### src/hdl/stc_pkg.sv
// ----------------------------------------------------------------------------
// Supply and temperature conversion package
// Shared widths, constants, register indexes, controller state and the
// command and status structs that join the controller and the datapath.
// ----------------------------------------------------------------------------
package stc_pkg;

   localparam int ADC_SUM_W = 16;
   localparam int AVG_W     = 10;
   localparam int SUPPLY_W  = 16;
   localparam int TEMP_W    = 15;
   localparam int CSR_IDX_W = 1;
   localparam int CSR_DAT_W = 8;
   localparam int PROD_W    = 21;

   // Average is the sum of 64 samples divided by 64.
   localparam int AVG_SHIFT = 6;

   // 110 * 512, the reference voltage scaled for centivolts.
   localparam logic [SUPPLY_W-1:0] SUPPLY_NUMERATOR = 16'd56320;
   localparam logic [SUPPLY_W-1:0] SUPPLY_SATURATED = 16'hFFFF;
   localparam int                  DIV_STEPS        = SUPPLY_W;
   localparam int                  DIV_CNT_W        = $clog2(DIV_STEPS);

   localparam logic signed [PROD_W-1:0] KELVIN_BIAS = 21'sd69926;
   localparam int                       TEMP_SHIFT  = 7;

   localparam logic [CSR_IDX_W-1:0] CSR_TEMP_OFFSET = 1'b0;
   localparam logic [CSR_IDX_W-1:0] CSR_TEMP_GAIN   = 1'b1;

   localparam logic CH_SUPPLY = 1'b0;
   localparam logic CH_TEMP   = 1'b1;

   typedef enum logic [2:0] {
      ST_IDLE,
      ST_START,
      ST_DIV,
      ST_MUL,
      ST_TEMP,
      ST_WRITE
   } state_type;

   typedef struct packed {
      logic load;
      logic div_step;
      logic mul_step;
      logic temp_step;
      logic out_load;
      logic channel;
   } cmd_type;

   typedef struct packed {
      logic avg_zero;
   } status_type;

endpackage

### src/hdl/stc_dp.sv
// ----------------------------------------------------------------------------
// Supply and temperature conversion datapath
// Calibration registers, restoring divider, temperature multiply and the
// output word register.
// ----------------------------------------------------------------------------
module stc_dp
   import stc_pkg::*;
(
   input  logic                     clock,
   input  logic                     reset,
   input  logic                     csr_wr_en,
   input  logic [CSR_IDX_W-1:0]     csr_index,
   input  logic [CSR_DAT_W-1:0]     csr_wr_data,
   input  logic [ADC_SUM_W-1:0]     adc_sum,
   input  cmd_type                  cmd,
   output status_type               status,
   output logic                     channel,
   output logic [SUPPLY_W-1:0]      supply_centivolts,
   output logic signed [TEMP_W-1:0] temp_decidegrees,
   output logic                     zero_reading
);

   logic signed [CSR_DAT_W-1:0] offset_ff;
   logic [CSR_DAT_W-1:0]        gain_ff;
   logic [AVG_W-1:0]            avg_ff;
   logic [AVG_W-1:0]            rem_ff, rem_in;
   logic [SUPPLY_W-1:0]         quot_ff, quot_in;
   logic signed [PROD_W-1:0]    prod_ff;
   logic signed [TEMP_W-1:0]    temp_ff;

   logic                        ch_out_ff;
   logic [SUPPLY_W-1:0]         supply_out_ff;
   logic signed [TEMP_W-1:0]    temp_out_ff;
   logic                        zero_out_ff;

   logic [AVG_W:0]              trial;
   logic [AVG_W:0]              trial_diff;
   logic                        fits;

   logic signed [PROD_W-1:0]    diff_ext;
   logic signed [PROD_W-1:0]    gain_ext;
   logic signed [PROD_W-1:0]    prod_in;
   logic signed [PROD_W-1:0]    biased;
   logic signed [PROD_W-TEMP_SHIFT-1:0] scaled;
   logic signed [TEMP_W:0]      times5;

   logic [SUPPLY_W-1:0]         supply_val;
   logic                        avg_zero;

   // One restoring division step per cycle, quotient bits shift in at the bottom.
   assign trial      = {rem_ff, quot_ff[SUPPLY_W-1]};
   assign fits       = (trial >= {1'b0, avg_ff});
   assign trial_diff = trial - {1'b0, avg_ff};
   assign rem_in     = fits ? trial_diff[AVG_W-1:0] : trial[AVG_W-1:0];
   assign quot_in    = {quot_ff[SUPPLY_W-2:0], fits};

   assign diff_ext = $signed({{(PROD_W-AVG_W){1'b0}}, avg_ff})
                   - $signed({{(PROD_W-CSR_DAT_W){offset_ff[CSR_DAT_W-1]}}, offset_ff});
   assign gain_ext = $signed({{(PROD_W-CSR_DAT_W){1'b0}}, gain_ff});
   assign prod_in  = diff_ext * gain_ext;

   // Floor shift by taking the upper bits, then times five as shift and add.
   assign biased = prod_ff - KELVIN_BIAS;
   assign scaled = biased[PROD_W-1:TEMP_SHIFT];
   assign times5 = $signed({scaled[TEMP_W-2:0], 2'b00})
                 + $signed({{(TEMP_W+1-(PROD_W-TEMP_SHIFT)){scaled[PROD_W-TEMP_SHIFT-1]}},
                            scaled});

   assign avg_zero        = (avg_ff == '0);
   assign status.avg_zero = avg_zero;

   always_comb begin
      if (avg_zero || quot_ff[SUPPLY_W-1]) supply_val = SUPPLY_SATURATED;
      else                                 supply_val = {quot_ff[SUPPLY_W-2:0], 1'b0};
   end

   always_ff @(posedge clock) begin
      if (reset) begin
         offset_ff <= '0;
         gain_ff   <= '0;
      end else if (csr_wr_en) begin
         case (csr_index)
            CSR_TEMP_OFFSET: offset_ff <= $signed(csr_wr_data);
            CSR_TEMP_GAIN:   gain_ff   <= csr_wr_data;
            default:         ;
         endcase
      end
   end

   always_ff @(posedge clock) begin
      if (cmd.load) begin
         avg_ff  <= adc_sum[ADC_SUM_W-1:AVG_SHIFT];
         rem_ff  <= '0;
         quot_ff <= SUPPLY_NUMERATOR;
      end else if (cmd.div_step) begin
         rem_ff  <= rem_in;
         quot_ff <= quot_in;
      end
      if (cmd.mul_step)  prod_ff <= prod_in;
      if (cmd.temp_step) temp_ff <= times5[TEMP_W-1:0];
      if (cmd.out_load) begin
         ch_out_ff <= cmd.channel;
         if (cmd.channel == CH_TEMP) begin
            supply_out_ff <= '0;
            temp_out_ff   <= temp_ff;
            zero_out_ff   <= 1'b0;
         end else begin
            supply_out_ff <= supply_val;
            temp_out_ff   <= '0;
            zero_out_ff   <= avg_zero;
         end
      end
   end

   assign channel           = ch_out_ff;
   assign supply_centivolts = supply_out_ff;
   assign temp_decidegrees  = temp_out_ff;
   assign zero_reading      = zero_out_ff;

endmodule

### config.mk
export PLATFORM = sky130hd
export DESIGN_NAME = stc_dp
export DESIGN_NICKNAME = d
export VERILOG_FILES = /design/src/hdl/stc_pkg.sv /design/src/hdl/stc_dp.sv
export SDC_FILE = /design/constraint.sdc
export NUM_CORES = 1
export LEC_CHECK = 0
export BUFFER_PORTS_ARGS = -buffer_cell sky130_fd_sc_hd__buf_2
export CORE_MARGIN = 3
export CORE_UTILIZATION = 50
export DETAILED_ROUTE_END_ITERATION = 10
export PLACE_DENSITY_LB_ADDON = 0.25
export SETUP_SLACK_MARGIN = 0.02
export SLEW_MARGIN = 25
export SYNTH_ARGS = -nofsm -noshare
export SYNTH_HDL_FRONTEND = slang
export SYNTH_SLANG_ARGS = --single-unit
### constraint.sdc
create_clock -name clock -period 9.5 [get_ports clock]
set_input_delay 0.95 -clock clock [delete_from_list [all_inputs] [get_ports clock]]
set_output_delay 0.95 -clock clock [all_outputs]
set_load 0.02 [all_outputs]
==> parameters.txt <==
Parameter                              Value

Detailed routing
  Count of nets left with antenna violations after detail routing    0
  DRC viols    0
  Average routed wire per standard cell    between 10 and 15 µm
  Count of vias placed by the detailed router    approximately 6700
  Initial DRC count    between 200 and 250
  TritonRoute pass-1 iters    4
  Total wire length    between 15000 and 20000 µm
  Via density    between 5 and 6

Hold path
  Worst min-delay path category    reg2reg
  Startpoint of the tightest hold check path    rem_ff[9]
  Endpoint of the worst hold path    rem_ff[9]
  Number of instances on the worst hold path    2

Floorplanning
  Width of the die    145 µm
  Die extent in y    ~150 µm
  I/O pin count    68
  Area of the core region    18900 µm²
  DIE AREA    between 20000 and 25000 µm²
  Number of standard-cell rows in the floorplan    50
  Initial standard-cell utilization of the core    approximately half

Logic synthesis
  Warning count from the yosys run    0
  Combined area of all synthesized cells    9680 µm²
  Share of the yosys chip area belonging to registers    between 30% and 40%
  Flops & latches, synth    120
  Prevailing post-synth register cell    sky130_fd_sc_hd__edfxtp_1
  Yosys cell types    63
  Top cells by count, synth    sky130_fd_sc_hd__inv_1, sky130_fd_sc_hd__nor2_1, sky130_fd_sc_hd__fa_1
  Syn_nets    about 1200
  Mean area per synthesized cell    ~10 µm²
  Number of enable-type register cells in the synthesized netlist    78
  Most common cell in the netlist    sky130_fd_sc_hd__inv_1
  Async set or reset register ratio after synthesis    0%
  Dominant cell type by area after synthesis    sky130_fd_sc_hd__edfxtp_1
  Cell types occupying the most area after synthesis    sky130_fd_sc_hd__edfxtp_1, sky130_fd_sc_hd__fa_1, sky130_fd_sc_hd__ha_1, sky130_fd_sc_hd__dfxtp_1, sky130_fd_sc_hd__inv_1
  Top-area cell type share of the netlist area    24.2%
  Cells after synthesis    973

Timing
  Number of failing setup endpoints in the final timing report    0
  Final critical-path required period    roughly 6700 ps
  Fmax    ~150 MHz
  RSZ-0062 raised after global routing    no
  Hold Vio Cnt, Final    0
  Final TNS setup    0 ps
  Relative slew margins    a little over two fifths
  Final worst hold slack    about 500 ps
  Worst-margin pin slew    between 800 and 900 ps
  Share of the clock period used by the worst path    approximately 70%
  Final Max Tran Viols    0
  Clock skew after layout    ~11 ps

Clock tree
  Post-cts hold buffer count    0
  Number of instances resized during post-cts repair    0
  H-tree depth reported by CTS    4
  Clock buffer count from CTS    17
  Clock latency at the later pin of the worst-skew pair    about 420 ps
  Max Buffers Root-to-Sink    2
  Post CTS Setup Buffer Count    0
  TritonCTS clock tree    done
  Clock tree root driver cell    sky130_fd_sc_hd__clkbuf_16
  Clock sink count    120
  Clock-pin slew reported for the worst setup and hold paths after clock tree synthesis    60 ps

Placement
  Count of input and output buffers    61
  Sum of net half-perimeters after detailed placement    approximately 13000 µm
  Placer's final routability congestion estimate    between 0.8 and 0.9

Power and ir drop
  Switching Fraction    between 30% and 40%
  Net switching component of the power    between 0.8 and 0.9 mW
  Leakage    between 4 and 5 nW
  Int Power    ~1.4 mW
  Proportion of power drawn by the clock network    26.4%
  Highest ir drop seen on vdd    between 100 and 150 µV
  Power per cell area    roughly 210 nW/µm²
  Logic gate share of total power    between 40% and 50%
  Part of the total power dissipated in sequential elements    roughly a third

Run status
  Result of the run    complete, no violations

Critical path
  Reg-to-Reg Start    avg_ff[1]
  Critical path fanouts, max    12
  Endpoint arrival time on the critical path    between 6000 and 7000 ps
  Capture instance of the worst register-to-register path    prod_ff[20]
  Worst setup path category    reg2reg
  Number of cells on the worst reg-to-reg path    20
  Required time of the critical path    approximately 9700 ps
  Endpoint type of the worst setup path    flip-flop
  Element type at the critical path start    flip-flop
  Setup slack of the most critical reg-to-reg path    about 2800 ps

Global routing
  All-layer global routing usage    17.2%
  Largest net degree at the start of global routing    41
  First-pass GRT wire length    30300 µm
  Total overflow reported by the global router    0
  Number of antenna violations at the first check in global routing    0
  Number of global-route vias before repair    ~6400

Cells and area
  Number of antenna repair diodes    0
  Share of layout cells above drive strength 1    a little over a tenth
  Area added between synthesis and finish    11.2%
  Final-stage net count    between 1000 and 1500

Flow run
  Max cap viols    0
## power by group through the flow
stage          Combinational (mW)  Sequential, mW  Clock, mW
6_report                    0.906           0.742      0.593
5_1_grt                      1.05           0.752      0.631
4_1_cts                     0.914           0.743      0.606
3_5_place_dp                0.908           0.754          0
3_3_place_gp                0.894           0.751          0
2_1_floorplan               0.723           0.762          0
## stage by stage
stage	setup slack (ps)	area, µm²	cells	util, %	power [mW]
floorplan	3410	9680	973	-	1.48
global route	2480	10800	1301	57.0	2.43
CTS	2750	10800	1301	57.0	2.26
global placement	2850	10200	1269	54.1	1.65
finish	2770	10800	1301	57.0	2.24
detailed placement	2770	10200	1269	54.1	1.66
## placed cells by master, fill, tap and decap left out, drive strengths merged, types with 3 or more instances in the layout
master,n
o41ai,3
edfxtp,78
clkinvlp,3
dfxtp,42
fa,79
nand2,72
o31a,3
inv,143
mux2i,35
o21bai,4
nor2b,24
nand2b,8
a21oi,40
xor2,18
clkinv,7
clkbuf,17
o311ai,4
ha,78
o31ai,5
a21o,8
o211ai,5
nand4,6
and2,61
a31oi,3
a211oi,13
mux2,8
o21ai,25
a21boi,3
nor4,3
buf,63
nor3,9
o21a,11
nand3,11
nor2,84
xnor2,36
or2,4
## critical path, stage by stage, from the launching register on
cell	delay, ps
sky130_fd_sc_hd__edfxtp_1	480
sky130_fd_sc_hd__ha_1	310
sky130_fd_sc_hd__nor2b_1	160
sky130_fd_sc_hd__o211ai_1	130
sky130_fd_sc_hd__and3_1	200
sky130_fd_sc_hd__o31ai_1	390
sky130_fd_sc_hd__a21o_1	500
sky130_fd_sc_hd__mux2_2	470
sky130_fd_sc_hd__fa_1	550
sky130_fd_sc_hd__inv_1	50
sky130_fd_sc_hd__fa_1	490
sky130_fd_sc_hd__fa_1	490
sky130_fd_sc_hd__inv_1	50
sky130_fd_sc_hd__fa_1	530
sky130_fd_sc_hd__inv_1	40
sky130_fd_sc_hd__ha_1	350
sky130_fd_sc_hd__a2111o_1	420
sky130_fd_sc_hd__o22ai_1	370
sky130_fd_sc_hd__o21ai_0	190
sky130_fd_sc_hd__a21oi_1	210
sky130_fd_sc_hd__xnor2_1	80
## state kept, by name, indices dropped and copies added, names as in the netlist
signal / flops
avg_ff: 10
quot_ff: 16
offset_ff: 8
supply_centivolts: 16
zero_reading: 1
temp_decidegrees: 15
prod_ff: 20
gain_ff: 8
temp_ff: 15
rem_ff: 10
channel: 1
## worst max-delay path by stage
stage | from | endpoint | slack, ps | cells past startpoint
after detailed placement | avg_ff[1] | prod_ff[20] | 2770 | 20
final | avg_ff[1] | prod_ff[20] | 2770 | 20
after floorplan | avg_ff[1] | prod_ff[20] | 3410 | 21
after CTS | avg_ff[1] | prod_ff[20] | 2750 | 20
after global routing | avg_ff[1] | prod_ff[20] | 2480 | 20
after global placement | avg_ff[1] | prod_ff[20] | 2850 | 20
## routing by layer
metal | GRT usage [%] | routed length, µm | vias up
met5 | 0 | 0 | -
met1 | 24.7 | 8520 | 3154
met3 | 3.94 | 728 | 22
met4 | 4.89 | 270 | 0
met2 | 26.2 | 7570 | 122
li1 | - | - | 3368
## final cells by class
cell class | count | area [µm²]
Clock buffer | 17 | 425
Clock inverter | 15 | 120
Fill cell | 1678 | 8120
Inverter | 138 | 518
Multi-Input combinational cell | 688 | 5880
Sequential cell | 120 | 3180
Tap cell | 260 | 325
Timing Repair Buffer | 63 | 320
## cell families (layout without fill, tap and decap cells)
group	Yosys count	in the layout	synth area share [%]
muxes	43	43	4.55
AOI/OAI and AO/OA	141	141	9.96
adders and majority gates	157	157	26.4
buffers and inverters	165	233	6.42
and+or+nand+nor	293	293	14.9
xor gates and xnor gates	54	54	4.88
DFF	120	120	32.9
No activity file was read; power rests on OpenSTA's default activity.
