<file path="src/hdl/stc_pkg.sv">
// ----------------------------------------------------------------------------
// Supply and temperature conversion package
// Shared widths, constants, register indexes, controller state and the
// command and status structs that join the controller and the datapath.
// ----------------------------------------------------------------------------
package stc_pkg;

   localparam int ADC_SUM_W = 16;
   localparam int AVG_W     = 10;
   localparam int SUPPLY_W  = 16;
   localparam int TEMP_W    = 15;
   localparam int CSR_IDX_W = 1;
   localparam int CSR_DAT_W = 8;
   localparam int PROD_W    = 21;

   // Average is the sum of 64 samples divided by 64.
   localparam int AVG_SHIFT = 6;

   // 110 * 512, the reference voltage scaled for centivolts.
   localparam logic [SUPPLY_W-1:0] SUPPLY_NUMERATOR = 16'd56320;
   localparam logic [SUPPLY_W-1:0] SUPPLY_SATURATED = 16'hFFFF;
   localparam int                  DIV_STEPS        = SUPPLY_W;
   localparam int                  DIV_CNT_W        = $clog2(DIV_STEPS);

   localparam logic signed [PROD_W-1:0] KELVIN_BIAS = 21'sd69926;
   localparam int                       TEMP_SHIFT  = 7;

   localparam logic [CSR_IDX_W-1:0] CSR_TEMP_OFFSET = 1'b0;
   localparam logic [CSR_IDX_W-1:0] CSR_TEMP_GAIN   = 1'b1;

   localparam logic CH_SUPPLY = 1'b0;
   localparam logic CH_TEMP   = 1'b1;

   typedef enum logic [2:0] {
      ST_IDLE,
      ST_START,
      ST_DIV,
      ST_MUL,
      ST_TEMP,
      ST_WRITE
   } state_type;

   typedef struct packed {
      logic load;
      logic div_step;
      logic mul_step;
      logic temp_step;
      logic out_load;
      logic channel;
   } cmd_type;

   typedef struct packed {
      logic avg_zero;
   } status_type;

endpackage

</file>
<file path="src/hdl/stc_ctrl.sv">
// ----------------------------------------------------------------------------
// Supply and temperature conversion controller
// Sequences one word at a time through the divider or the temperature path.
// ----------------------------------------------------------------------------
module stc_ctrl
   import stc_pkg::*;
(
   input  logic       clock,
   input  logic       reset,
   input  logic       req_valid,
   output logic       req_ready,
   output logic       rsp_valid,
   input  logic       rsp_ready,
   input  status_type status,
   output cmd_type    cmd
);

   state_type              state_ff, state_in;
   logic                   channel_ff, channel_in;
   logic [DIV_CNT_W-1:0]   div_count_ff, div_count_in;
   logic                   out_valid_ff, out_valid_in;
   logic                   div_last;
   logic                   out_free;

   assign div_last = (div_count_ff == DIV_CNT_W'(DIV_STEPS - 1));
   assign out_free = !out_valid_ff || rsp_ready;

   always_comb begin
      state_in = state_ff;
      case (state_ff)
         ST_IDLE: begin
            if (req_valid) state_in = ST_START;
         end
         ST_START: begin
            if (channel_ff == CH_TEMP) state_in = ST_MUL;
            else if (status.avg_zero)  state_in = ST_WRITE;
            else                       state_in = ST_DIV;
         end
         ST_DIV: begin
            if (div_last) state_in = ST_WRITE;
         end
         ST_MUL:   state_in = ST_TEMP;
         ST_TEMP:  state_in = ST_WRITE;
         ST_WRITE: begin
            if (out_free) state_in = ST_IDLE;
         end
         default:  state_in = ST_IDLE;
      endcase
   end

   always_comb begin
      req_ready     = (state_ff == ST_IDLE);
      cmd.load      = (state_ff == ST_IDLE) && req_valid;
      cmd.div_step  = (state_ff == ST_DIV);
      cmd.mul_step  = (state_ff == ST_MUL);
      cmd.temp_step = (state_ff == ST_TEMP);
      cmd.out_load  = (state_ff == ST_WRITE) && out_free;
      cmd.channel   = channel_ff;
   end

   always_comb begin
      channel_in   = cmd.out_load ? !channel_ff : channel_ff;
      div_count_in = (state_ff == ST_DIV) ? div_count_ff + 1'b1 : '0;
      if (cmd.out_load)   out_valid_in = 1'b1;
      else if (rsp_ready) out_valid_in = 1'b0;
      else                out_valid_in = out_valid_ff;
   end

   assign rsp_valid = out_valid_ff;

   always_ff @(posedge clock) begin
      if (reset) begin
         state_ff     <= ST_IDLE;
         channel_ff   <= CH_SUPPLY;
         div_count_ff <= '0;
         out_valid_ff <= 1'b0;
      end else begin
         state_ff     <= state_in;
         channel_ff   <= channel_in;
         div_count_ff <= div_count_in;
         out_valid_ff <= out_valid_in;
      end
   end

endmodule

</file>
<file path="config.mk">
export PLATFORM = sky130hd
export DESIGN_NAME = stc_ctrl
export DESIGN_NICKNAME = d
export VERILOG_FILES = /design/src/hdl/stc_pkg.sv /design/src/hdl/stc_ctrl.sv
export SDC_FILE = /design/constraint.sdc
export NUM_CORES = 1
export LEC_CHECK = 0
export BUFFER_PORTS_ARGS = -buffer_cell sky130_fd_sc_hd__buf_4
export CAP_MARGIN = 40
export CORE_AREA = 2 2 39 41
export DETAILED_ROUTE_END_ITERATION = 12
export DIE_AREA = 0 0 41 43
export GPL_ROUTABILITY_DRIVEN = 0
export GPL_TIMING_DRIVEN = 0
export SLEW_MARGIN = 10
export SYNTH_ARGS = -nofsm -noshare
export SYNTH_HDL_FRONTEND = slang
export SYNTH_SLANG_ARGS = --single-unit
</file>
<file path="constraint.sdc">
create_clock -name clock -period 1.5 [get_ports clock]
set_clock_uncertainty 0.05 [all_clocks]
set_input_delay 0.15 -clock clock [delete_from_list [all_inputs] [get_ports clock]]
set_output_delay 0.15 -clock clock [all_outputs]
set_load 0.02 [all_outputs]
</file>
==> summary.txt, run 1 <==
Cells and area
  – Reg area: 180 µm²
  – P&R area growth vs syn: 26.4%
  – Multi-input gate area: 303 µm²
  – # nets final: 77
  – Ant. Diodes: 0
  – Most frequent cells in the layout: 14 x buf_4, 9 x nor2_1, 9 x dfxtp_1
  – Final std cells w/o fill: 86
  – Most common cell after layout, fill and taps aside: buf_4
  – Layout cells sized above 1: 0.429
  – Layout fillers: 136

Routing
  – Post-route DRC: 0
  – Wirelength, routed: 855 µm
  – Iteration-0 DRC Markers: 4
  – Wire per inst: 9.94 µm
  – Mean number of vias per cell: 4.78
  – Routed Antenna Nets: 0
  – Via count: 411
  – Drt pass-1 iters: 2

Yosys
  – #FFs+latches synth: 9
  – Synth top area cells: dfxtp_1 34%, nor2_1 6.3%, buf_6 6.3%
  – Sequential area share after synthesis: 0.336
  – Synth area leader: dfxtp_1
  – Ys Warns: 0
  – Syn avg cell area: 9.92 µm²
  – Cell count after synthesis: 54
  – Distinct cells, synth: 27
  – Yosys top cell area share: 0.336
  – Cell Area, Synth: 536 µm²
  – Post-Syn Nets: 60

Setup path
  – Critical path type: reg2out
  – Arrival @ worst endpoint: 1.24 ns
  – CP Launch Type: register
  – Worst setup EP type: output port
  – CP required: 1.30 ns
  – CP max FO: 10
  – Reg2Reg Depth: 4

Global route
  – GR Overflow Total: 0
  – Vias in the first global route: 342
  – Largest net degree at the start of global routing: 11
  – Initial antenna violation count: 0
  – GRT Total Usage: 0.126
  – First-pass GRT wire length: 1490 µm

Place
  – Hpwl dp: 667 µm
  – Cell count after placement: 82
  – # port buffers: 12
  – Pre-CTS setup slack: 0.250 ns

Clock network
  – Reg clk slew, reported paths: 0.06 ns
  – Clock Tree Buf Depth: 2
  – Htree depth: 1
  – Inserted Clock Buffers: 3
  – Cts hold-fix bufs: 0
  – CTS tree: built
  – Clk root buf: clkbuf_4
  – Latest clock arrival within the worst-skew pair: 0.26 ns
  – Setup Buffers After CTS: 0
  – Total clock sinks: 9

Floorplan
  – Die Y: 43 µm
  – Core ar.: 0.00138 mm²
  – Top Ports: 13
  – Full die area: 0.00176 mm²
  – Site Rows: 14
  – Die Span X: 41 µm
  – Initial Utilization: 0.387

Min path
  – Hold Crit Depth: 2
  – Worst hold path type: in2reg

Flow run
  – Number of max-cap violations: 0

STA
  – Slew @ Worst Pin: 0.274 ns
  – Post-route setup slack: 0.0560 ns
  – Slew headroom: 0.816
  – FMAX: 693 MHz
  – Max-slew violation count: 0
  – Tmin final: 1.44 ns
  – TNS Setup: 0 ns
  – RSZ-0062 raised after global routing: no
  – Final-report hold violation count: 0
  – Hold slack: 0.0472 ns
  – Part of the cycle the worst path needs: 0.963
  – Final setup viols: 0

Outcome
  – Status: complete, no violations

Power and ir drop
  – Power Dens Cells: 928 mW/mm²
  – LEAKAGE: 0.000298 µW
  – Worst vdd ir: 0.000376 V
## what timing repair did
item,CTS,global route
endpoints found under the setup margin,0,1
hold endpoints to repair,0,0
resized for setup,0,1
## cells by family (layout without fill, tap and decap cells)
kind of cell | count (synthesis) | count (layout) | synth area share
adders and majority gates | 1 | 1 | 0.0234
DFF | 9 | 9 | 0.336
xor gates and xnor gates | 2 | 2 | 0.0327
muxes | 1 | 1 | 0.0280
AOI/OAI and AO/OA | 7 | 7 | 0.112
buffers and inverters | 7 | 23 | 0.107
and+or+nand+nor | 27 | 27 | 0.360
## per-stage QoR
step / total power, µW / area, µm² / utilization
after floorplan: 394 / 536 / -
after global placement: 444 / 646 / 0.467
after detailed placement: 445 / 646 / 0.467
after CTS: 633 / 672 / 0.486
after global routing: 667 / 677 / 0.489
final: 628 / 677 / 0.489
## final cells by class
type	instances	share of cell area
Buffer	5	0.0721
Clock buffer	4	0.0388
Inverter	2	0.0129
Multi-Input combinational cell	38	0.447
Sequential cell	9	0.266
Tap cell	16	0.0296
Timing Repair Buffer	12	0.133
## path summary, 6_finish.rpt
kind              slack [ns]                    endpoint                       start
setup / recovery        0.06                      cmd[1]    state_ff[1]$_SDFFE_PP0P_
hold reg to reg         0.40  div_count_ff[0]$_SDFF_PP0_  div_count_ff[0]$_SDFF_PP0_
hold / removal          0.05      rsp_valid$_SDFFE_PP0P_                       reset
setup reg to reg        0.25    state_ff[1]$_SDFFE_PP0P_  div_count_ff[0]$_SDFF_PP0_
## metal layers
metal	routed length, µm	part of all wire	GRT usage	vias to the layer above
met2	383	0.45	0.153	13
met5	0	0	0	-
met4	34	0.040	0.100	0
li1	-	-	-	215
met1	390	0.46	0.188	178
met3	47	0.055	0.0157	5
## power by group
| group | leakage [µW] | switching, µW | internal, µW |
|---|---|---|---|
| logic | 0.000210 | 96.2 | 88.5 |
| clock network | 0.0000150 | 84.9 | 103 |
| registers | 0.0000730 | 5.47 | 250 |
## synth_stat cells
master / number
a2111oi_2: 1
a211oi_2: 1
a21oi_1: 2
and2_1: 1
buf_4: 2
buf_6: 3
clkinv_2: 1
dfxtp_1: 9
ha_1: 1
inv_1: 1
mux2_4: 1
nand2b_1: 3
nand2b_2: 1
nand3_1: 3
nand3b_1: 1
nand3b_4: 1
nor2_1: 9
nor2b_1: 1
nor2b_4: 1
nor3_1: 3
nor3b_4: 1
nor4_4: 1
o21ai_1: 1
o31a_1: 2
or2b_1: 1
xnor2_1: 1
xor2_1: 1
## state kept, by name (all words and copies together), names as in the netlist
register,count
channel_ff,1
div_count_ff,4
rsp_valid,1
state_ff,3
## worst max-delay path, stage by stage (launching register included)
cell and delay (ns):
dfxtp_1 0.30, buf_6 0.13, nand3b_4 0.17, nor2b_4 0.14, buf_4 0.11, buf_4 0.12
No activity file was read; power rests on OpenSTA's default activity.
==> run 2, diff against run 1 <==
--- a/config.mk
+++ b/config.mk
@@ -12,6 +12,7 @@
 export DIE_AREA = 0 0 41 43
 export GPL_ROUTABILITY_DRIVEN = 0
 export GPL_TIMING_DRIVEN = 0
+export RECOVER_POWER = 25
 export SLEW_MARGIN = 10
 export SYNTH_ARGS = -nofsm -noshare
 export SYNTH_HDL_FRONTEND = slang
==> summary.txt, run 2 (synthesis results as in run 1) <==
Setup path
  – Crit-path most repeated cell: buf_4 (unchanged)
  – CP Launch Type: register (unchanged)
  – CP max FO: 10 (unchanged)
  – CP peak stage delay: 0.30 ns (about the same)
  – Critical-path cell list: buf_6, nand3b_4, nor2b_4, buf_4, buf_4 (unchanged)
  – CP required: 1.30 ns (about the same)
  – Crit-path slowest cell: dfxtp_1 (unchanged)
  – Worst setup EP type: output port (unchanged)
  – Critical path type: reg2out (unchanged)
  – Arrival @ worst endpoint: 1.24 ns (about the same)

Cells and area
  – Largest register FFs: 4 (unchanged)
  – Most common cell after layout, fill and taps aside: buf_4 (unchanged)
  – Fin area: 673 µm² (was 677 µm²)
  – Ant. Diodes: 0 (unchanged)
  – # nets final: 77 (unchanged)
  – Layout cells sized above 1: 0.414 (was 0.429)
  – P&R area growth vs syn: 25.7% (was 26.4%)
  – Most frequent cells in the layout: 13 x buf_4, 9 x nor2_1, 9 x dfxtp_1 (was 14 x buf_4, 9 x nor2_1, 9 x dfxtp_1)
  – Biggest register: div_count_ff (unchanged)
  – Largest regs: div_count_ff x4, state_ff x3 (unchanged)
  – Final std cells w/o fill: 86 (unchanged)

STA
  – Tmin final: 1.44 ns (unchanged)
  – FMAX: 693 MHz (unchanged)
  – Part of the cycle the worst path needs: 0.963 (unchanged)
  – Final-report hold violation count: 0 (unchanged)
  – TNS Setup: 0 ns (unchanged)
  – Hold slack: 0.0472 ns (about the same)
  – Slew headroom: 0.816 (unchanged)
  – Final setup viols: 0 (unchanged)
  – Max-slew violation count: 0 (unchanged)
  – Slew @ Worst Pin: 0.274 ns (unchanged)
  – RSZ-0062 raised after global routing: no (unchanged)

Routing
  – Wirelength, routed: 857 µm (was 855 µm)
  – Post-route DRC: 0 (unchanged)
  – Routed Antenna Nets: 0 (unchanged)
  – Iteration-0 DRC Markers: 4 (unchanged)
  – Mean number of vias per cell: 4.78 (unchanged)
  – Drt pass-1 iters: 2 (unchanged)
  – Wire per inst: 9.97 µm (was 9.94 µm)
  – Via count: 411 (unchanged)

Floorplan
  – Full die area: 0.00176 mm² (unchanged)
  – Initial Utilization: 0.387 (unchanged)
  – Die Y: 43 µm (unchanged)
  – Core ar.: 0.00138 mm² (unchanged)
  – Top Ports: 13 (unchanged)
  – Site Rows: 14 (unchanged)
  – Die Span X: 41 µm (unchanged)

Global route
  – Met3 Use GR: 0.0157 (unchanged)
  – Initial antenna violation count: 0 (unchanged)
  – First-pass GRT wire length: 1490 µm (unchanged)
  – Vias in the first global route: 342 (unchanged)
  – Grt met2 use: 0.153 (unchanged)
  – GR Overflow Total: 0 (unchanged)
  – Largest net degree at the start of global routing: 11 (unchanged)
  – Grt met1 use: 0.188 (unchanged)
  – Busiest layer in global routing: met1 (unchanged)
  – GRT Total Usage: 0.126 (unchanged)

Power and ir drop
  – LEAKAGE: 0.000294 µW (was 0.000298 µW)
  – Pint: 441 µW (about the same)
  – Clock power frac: 0.299 (was 0.298)
  – Share of power burned in registers: 0.408 (was 0.407)
  – Power Dens Cells: 932 mW/mm² (was 928 mW/mm²)
  – Combinational share of power: 0.294 (about the same)
  – Sw frac: 0.297 (about the same)
  – Psw: 187 µW (about the same)
  – Worst vdd ir: 0.000376 V (about the same)

Clock network
  – CTS tree: built (unchanged)
  – Total clock sinks: 9 (unchanged)
  – Reg clk slew, reported paths: 0.06 ns (about the same)
  – Htree depth: 1 (unchanged)
  – Clock Tree Buf Depth: 2 (unchanged)
  – Clk root buf: clkbuf_4 (unchanged)
  – Latest clock arrival within the worst-skew pair: 0.26 ns (about the same)
  – Setup Buffers After CTS: 0 (unchanged)
  – Inserted Clock Buffers: 3 (unchanged)
  – Cts hold-fix bufs: 0 (unchanged)

Place
  – Hpwl dp: 667 µm (unchanged)
  – Placement Cell Area: 646 µm² (unchanged)
  – # port buffers: 12 (unchanged)
  – Cell count after placement: 82 (unchanged)

Outcome
  – Status: complete, no violations (unchanged)

Flow run
  – Number of max-cap violations: 0 (unchanged)

Min path
  – Worst hold path type: in2reg (unchanged)
[run 2: changes by cell type in the layout (fill, tap and decap cells not counted), sizes merged]
cell	delta
buf	-1
clkbuf	+1
[run 2: final timing paths]
kind	cells past startpoint	slack (ns)	from	endpoint
min	2	0.05	reset	rsp_valid$_SDFFE_PP0P_
max	5	0.06	state_ff[1]$_SDFFE_PP0P_	cmd[1]
max reg2reg	4	0.25	div_count_ff[0]$_SDFF_PP0_	state_ff[1]$_SDFFE_PP0P_
min reg2reg	1	0.40	div_count_ff[0]$_SDFF_PP0_	div_count_ff[0]$_SDFF_PP0_
[run 2: timing repair]
item                       4_1_cts  5_1_grt
setup endpoints to repair        0        1
hold endpoints to repair         0        0
gates resized for setup          0        1
[run 2: routing by layer]
layer / part of all wire / vias up / routed length [µm]
met3: 0.055 / 5 / 47
li1: - / 215 / -
met1: 0.46 / 178 / 392
met5: 0 / - / 0
met4: 0.040 / 0 / 34
met2: 0.45 / 13 / 383
[run 2: worst max-delay path, delay by kind of cell (launching register included)]
| kind | cells | cell delay, ns |
|---|---|---|
| buf+inv | 3 | 0.36 |
| flops | 1 | 0.30 |
| simple gates | 2 | 0.31 |
[run 2: power groups by stage]
stage | sequential, µW | clock (µW) | combinational, µW
global placement | 261 | 0 | 183
detailed placement | 261 | 0 | 184
floorplan | 261 | 0 | 132
global route | 257 | 207 | 202
finish | 256 | 187 | 184
CTS | 256 | 193 | 184
[run 2: stage by stage]
stage	utilization	total power [µW]	worst slack, ns
detailed placement	0.467	445	0.250
floorplan	-	394	0.0128
global route	0.486	666	0.0132
CTS	0.486	633	0.0492
finish	0.486	628	0.0560
global placement	0.467	444	0.262
[run 2: layout make-up]
type | instances | area (µm²)
Buffer | 5 | 48.8
Clock buffer | 4 | 26.3
Fill cell | 138 | 711
Inverter | 2 | 8.76
Multi-Input combinational cell | 38 | 303
Sequential cell | 9 | 180
Tap cell | 16 | 20.0
Timing Repair Buffer | 12 | 86.3
==> run 3, diff against run 2 <==
--- a/config.mk
+++ b/config.mk
@@ -5,9 +5,11 @@
 export SDC_FILE = /design/constraint.sdc
 export NUM_CORES = 1
 export LEC_CHECK = 0
+export ABC_AREA = 1
 export BUFFER_PORTS_ARGS = -buffer_cell sky130_fd_sc_hd__buf_4
 export CAP_MARGIN = 40
 export CORE_AREA = 2 2 39 41
+export CTS_CLUSTER_SIZE = 8
 export DETAILED_ROUTE_END_ITERATION = 12
 export DIE_AREA = 0 0 41 43
 export GPL_ROUTABILITY_DRIVEN = 0
==> summary.txt, run 3 <==
Clock network
  – Clk root buf: clkbuf_4 (unchanged)
  – Clock Tree Buf Depth: 2 (unchanged)
  – Htree depth: 1 (unchanged)
  – Inserted Clock Buffers: 3 (unchanged)
  – CTS tree: built (unchanged)
  – Latest clock arrival within the worst-skew pair: 0.26 ns (about the same)
  – Total clock sinks: 9 (unchanged)
  – Reg clk slew, reported paths: 0.06 ns (about the same)

Power and ir drop
  – Power Dens Cells: 1680 mW/mm² (was 932 mW/mm²)
  – LEAKAGE: 0.000291 µW (was 0.000294 µW)
  – Worst vdd ir: 0.000789 V (was 0.000376 V)

Floorplan
  – Core ar.: 0.00138 mm² (unchanged)
  – Site Rows: 14 (unchanged)
  – Initial Utilization: 0.351 (was 0.387)
  – Top Ports: 13 (unchanged)
  – Die Span X: 41 µm (unchanged)
  – Die Y: 43 µm (unchanged)
  – Full die area: 0.00176 mm² (unchanged)

Routing
  – Met1 Routed Length: 407 µm (was 392 µm)
  – Iteration-0 DRC Markers: 7 (was 4)
  – Wire per inst: 8.69 µm (was 9.97 µm)
  – Wirelength, routed: 878 µm (was 857 µm)
  – Highest Signal Layer: met4 (unchanged)
  – Post-route DRC: 0 (unchanged)
  – Mean number of vias per cell: 4.47 (was 4.78)
  – Via count: 451 (was 411)
  – WL met3: 46 µm (was 47 µm)
  – Met2 WL: 379 µm (was 383 µm)
  – Routed Antenna Nets: 0 (unchanged)
  – Drt pass-1 iters: 4 (was 2)

STA
  – Post-route setup slack: 0.0615 ns (was 0.0560 ns)
  – Final-report hold violation count: 0 (unchanged)
  – Slew @ Worst Pin: 0.297 ns (was 0.274 ns)
  – Hold slack: 0.214 ns (was 0.0472 ns)
  – FMAX: 695 MHz (was 693 MHz)
  – Final setup viols: 0 (unchanged)
  – Max-slew violation count: 0 (unchanged)
  – Part of the cycle the worst path needs: 0.959 (was 0.963)
  – Tmin final: 1.44 ns (about the same)
  – Slew headroom: 0.801 (was 0.816)

Yosys
  – Area fraction in compound gates after synthesis: 0.101 (was 0.112)
  – Largest family of logic cells by synthesized area: simple AND/OR/NAND/NOR gates (unchanged)
  – Synth Flop Type: dfxtp_1 (unchanged)
  – Synth area leader: dfxtp_1 (unchanged)
  – Ys Warns: 0 (unchanged)
  – Number of synthesized flops with an enable pin: 0 (unchanged)
  – Cell count after synthesis: 66 (was 54)
  – Sequential area share after synthesis: 0.371 (was 0.336)
  – #FFs+latches synth: 9 (unchanged)
  – Synth top area cells: dfxtp_1 37%, nor2_1 10%, nand3_1 7.2% (was dfxtp_1 34%, nor2_1 6.3%, buf_6 6.3%)
  – Xor/xnor share of the synthesized area: 0.0180 (was 0.0327)
  – Most frequent cell after synthesis: nor2_1
  – FFs w/ async S/R, synth: 0 (unchanged)
  – Syn avg cell area: 7.36 µm² (was 9.92 µm²)
  – Distinct cells, synth: 21 (was 27)
  – Cell Area, Synth: 485 µm² (was 536 µm²)
  – Post-Syn Nets: 72 (was 60)
  – Synth top cells by count: 13 x nor2_1, 9 x dfxtp_1, 7 x inv_1, 7 x nand3_1 (was 9 x dfxtp_1, 9 x nor2_1)
  – Area share of fa/ha/maj cells after synthesis: 0.0258 (was 0.0234)
  – Yosys top cell area share: 0.371 (was 0.336)
  – Simple-gate share of the synthesized area: 0.348 (was 0.360)
  – Multiplexer area fraction after synthesis: 0 (was 0.0280)

Place
  – Hpwl dp: 687 µm (was 667 µm)
  – Cell count after placement: 94 (was 82)
  – # port buffers: 12 (unchanged)
  – Pre-CTS setup slack: 0.275 ns (was 0.250 ns)
  – Placement Cell Area: 596 µm² (was 646 µm²)

Setup path
  – Crit path capture: cmd[1] (unchanged)
  – Reg2Reg Setup Slack: 0.35 ns (was 0.25 ns)
  – Worst setup EP type: output port (unchanged)
  – Arrival @ worst endpoint: 1.24 ns (about the same)
  – Critical-path cell list: buf_6, inv_4, nor2_4, nand2_2, nor2_4, buf_4, buf_4 (was buf_6, nand3b_4, nor2b_4, buf_4, buf_4)
  – Critical path type: reg2out (unchanged)
  – CP required: 1.30 ns (about the same)
  – CP peak stage delay: 0.32 ns (was 0.30 ns)
  – Reg2Reg Depth: 9 (was 4)
  – Crit-path slowest cell: dfxtp_1 (unchanged)
  – CP max FO: 5 (was 10)
  – Critical Path Start: state_ff[0]$_SDFFE_PP0P_ (was state_ff[1]$_SDFFE_PP0P_)
  – Worst reg2reg endpoint: channel_ff$_SDFFE_PP0P_ (was state_ff[1]$_SDFFE_PP0P_)
  – Reg2Reg Launch Point: state_ff[0]$_SDFFE_PP0P_ (was div_count_ff[0]$_SDFF_PP0_)
  – CP Launch Type: register (unchanged)

Cells and area
  – P&R area growth vs syn: 33.8% (was 25.7%)
  – Layout fillers: 151 (was 138)
  – Ant. Diodes: 0 (unchanged)
  – Most common cell after layout, fill and taps aside: buf_4 (unchanged)
  – Largest register FFs: 4 (unchanged)
  – Biggest register: div_count_ff (unchanged)
  – Layout cells sized above 1: 0.376 (was 0.414)
  – Fin area: 649 µm² (was 673 µm²)
  – # nets final: 92 (was 77)
  – Largest regs: div_count_ff x4, state_ff x3 (unchanged)
  – Most frequent cells in the layout: 15 x buf_4, 13 x nor2_1, 8 x dfxtp_1, 7 x inv_1, 7 x nand3_1 (was 13 x buf_4, 9 x nor2_1, 9 x dfxtp_1)
  – Final std cells w/o fill: 101 (was 86)

Flow run
  – Number of max-cap violations: 0 (unchanged)

Outcome
  – Status: complete, no violations (unchanged)

Global route
  – First-pass GRT wire length: 1300 µm (was 1490 µm)
  – Initial antenna violation count: 0 (unchanged)
  – Largest net degree at the start of global routing: 8 (was 11)
  – GRT Total Usage: 0.116 (was 0.126)
  – GR Overflow Total: 0 (unchanged)
  – Vias in the first global route: 342 (unchanged)

Min path
  – Worst hold path type: in2reg (unchanged)
-- run 3: cell types whose count changed after synthesis, moves of 3 or more --
| cell | previous run | this run |
|---|---|---|
| nand2_1 | 0 | 4 |
| nand3_1 | 3 | 7 |
| nand2b_1 | 3 | 0 |
| nor2_1 | 9 | 13 |
| nor2_2 | 0 | 3 |
| inv_1 | 1 | 7 |
-- run 3: report_power, final --
part / internal (µW) / switching [µW]
clock: 102 / 78.1
sequential: 285 / 52.4
combinational: 250 / 325
total: 637 / 455
-- run 3: cell type report --
type,count,area (µm²),share of cell area
Sequential cell,9,181,0.279
Multi-Input combinational cell,44,244,0.376
Buffer,3,26.3,0.0405
Tap cell,16,20.0,0.0308
Clock buffer,4,26.3,0.0405
Inverter,10,40.0,0.0617
Timing Repair Buffer,15,111,0.171
-- run 3: repair_timing --
action,CTS,global route
buffers inserted,1,1
hold buffers,1,0
hold endpoints to repair,1,0
pin swaps,0,1
resized for setup,0,2
setup endpoints to repair,1,1
-- run 3: worst max-delay path: cells and delay by family, from the launching register on --
family	cells	cell delay, ns
simple gates	3	0.28
buf+inv	4	0.37
flops	1	0.32
-- run 3: worst min-delay path by stage --
stage          startpoint                        to  slack [ns]  depth (start not counted)
2_1_floorplan       reset  state_ff[1]$_SDFFE_PP0P_        0.17                          1
3_3_place_gp        reset  state_ff[1]$_SDFFE_PP0P_        0.26                          2
3_5_place_dp        reset  state_ff[1]$_SDFFE_PP0P_        0.27                          2
4_1_cts         rsp_ready    rsp_valid$_SDFFE_PP0P_        0.21                          3
5_1_grt         rsp_ready    rsp_valid$_SDFFE_PP0P_        0.24                          3
6_report        rsp_ready    rsp_valid$_SDFFE_PP0P_        0.21                          3
-- run 3: metrics by stage --
stage               TNS [ns]  total power, µW   util
floorplan                  0              724      -
global placement           0              881  0.430
detailed placement         0              880  0.430
CTS                        0             1090  0.462
global route         -0.0141             1180  0.469
finish                     0             1090  0.469
-- run 3: per-layer routing --
layer / track usage / vias to the layer above
met4: 0.140 / 0
met3: 0.0157 / 5
met1: 0.144 / 192
li1: - / 243
met5: 0 / -
met2: 0.147 / 11
-- run 3: kinds of logic after synthesis --
logic type               Yosys count
AND/OR/NAND/NOR                   34
buffers and inverters             13
flip-flops                         9
AO/OA/AOI/OAI                      8
XOR/XNOR                           1
adder cells (fa/ha/maj)            1
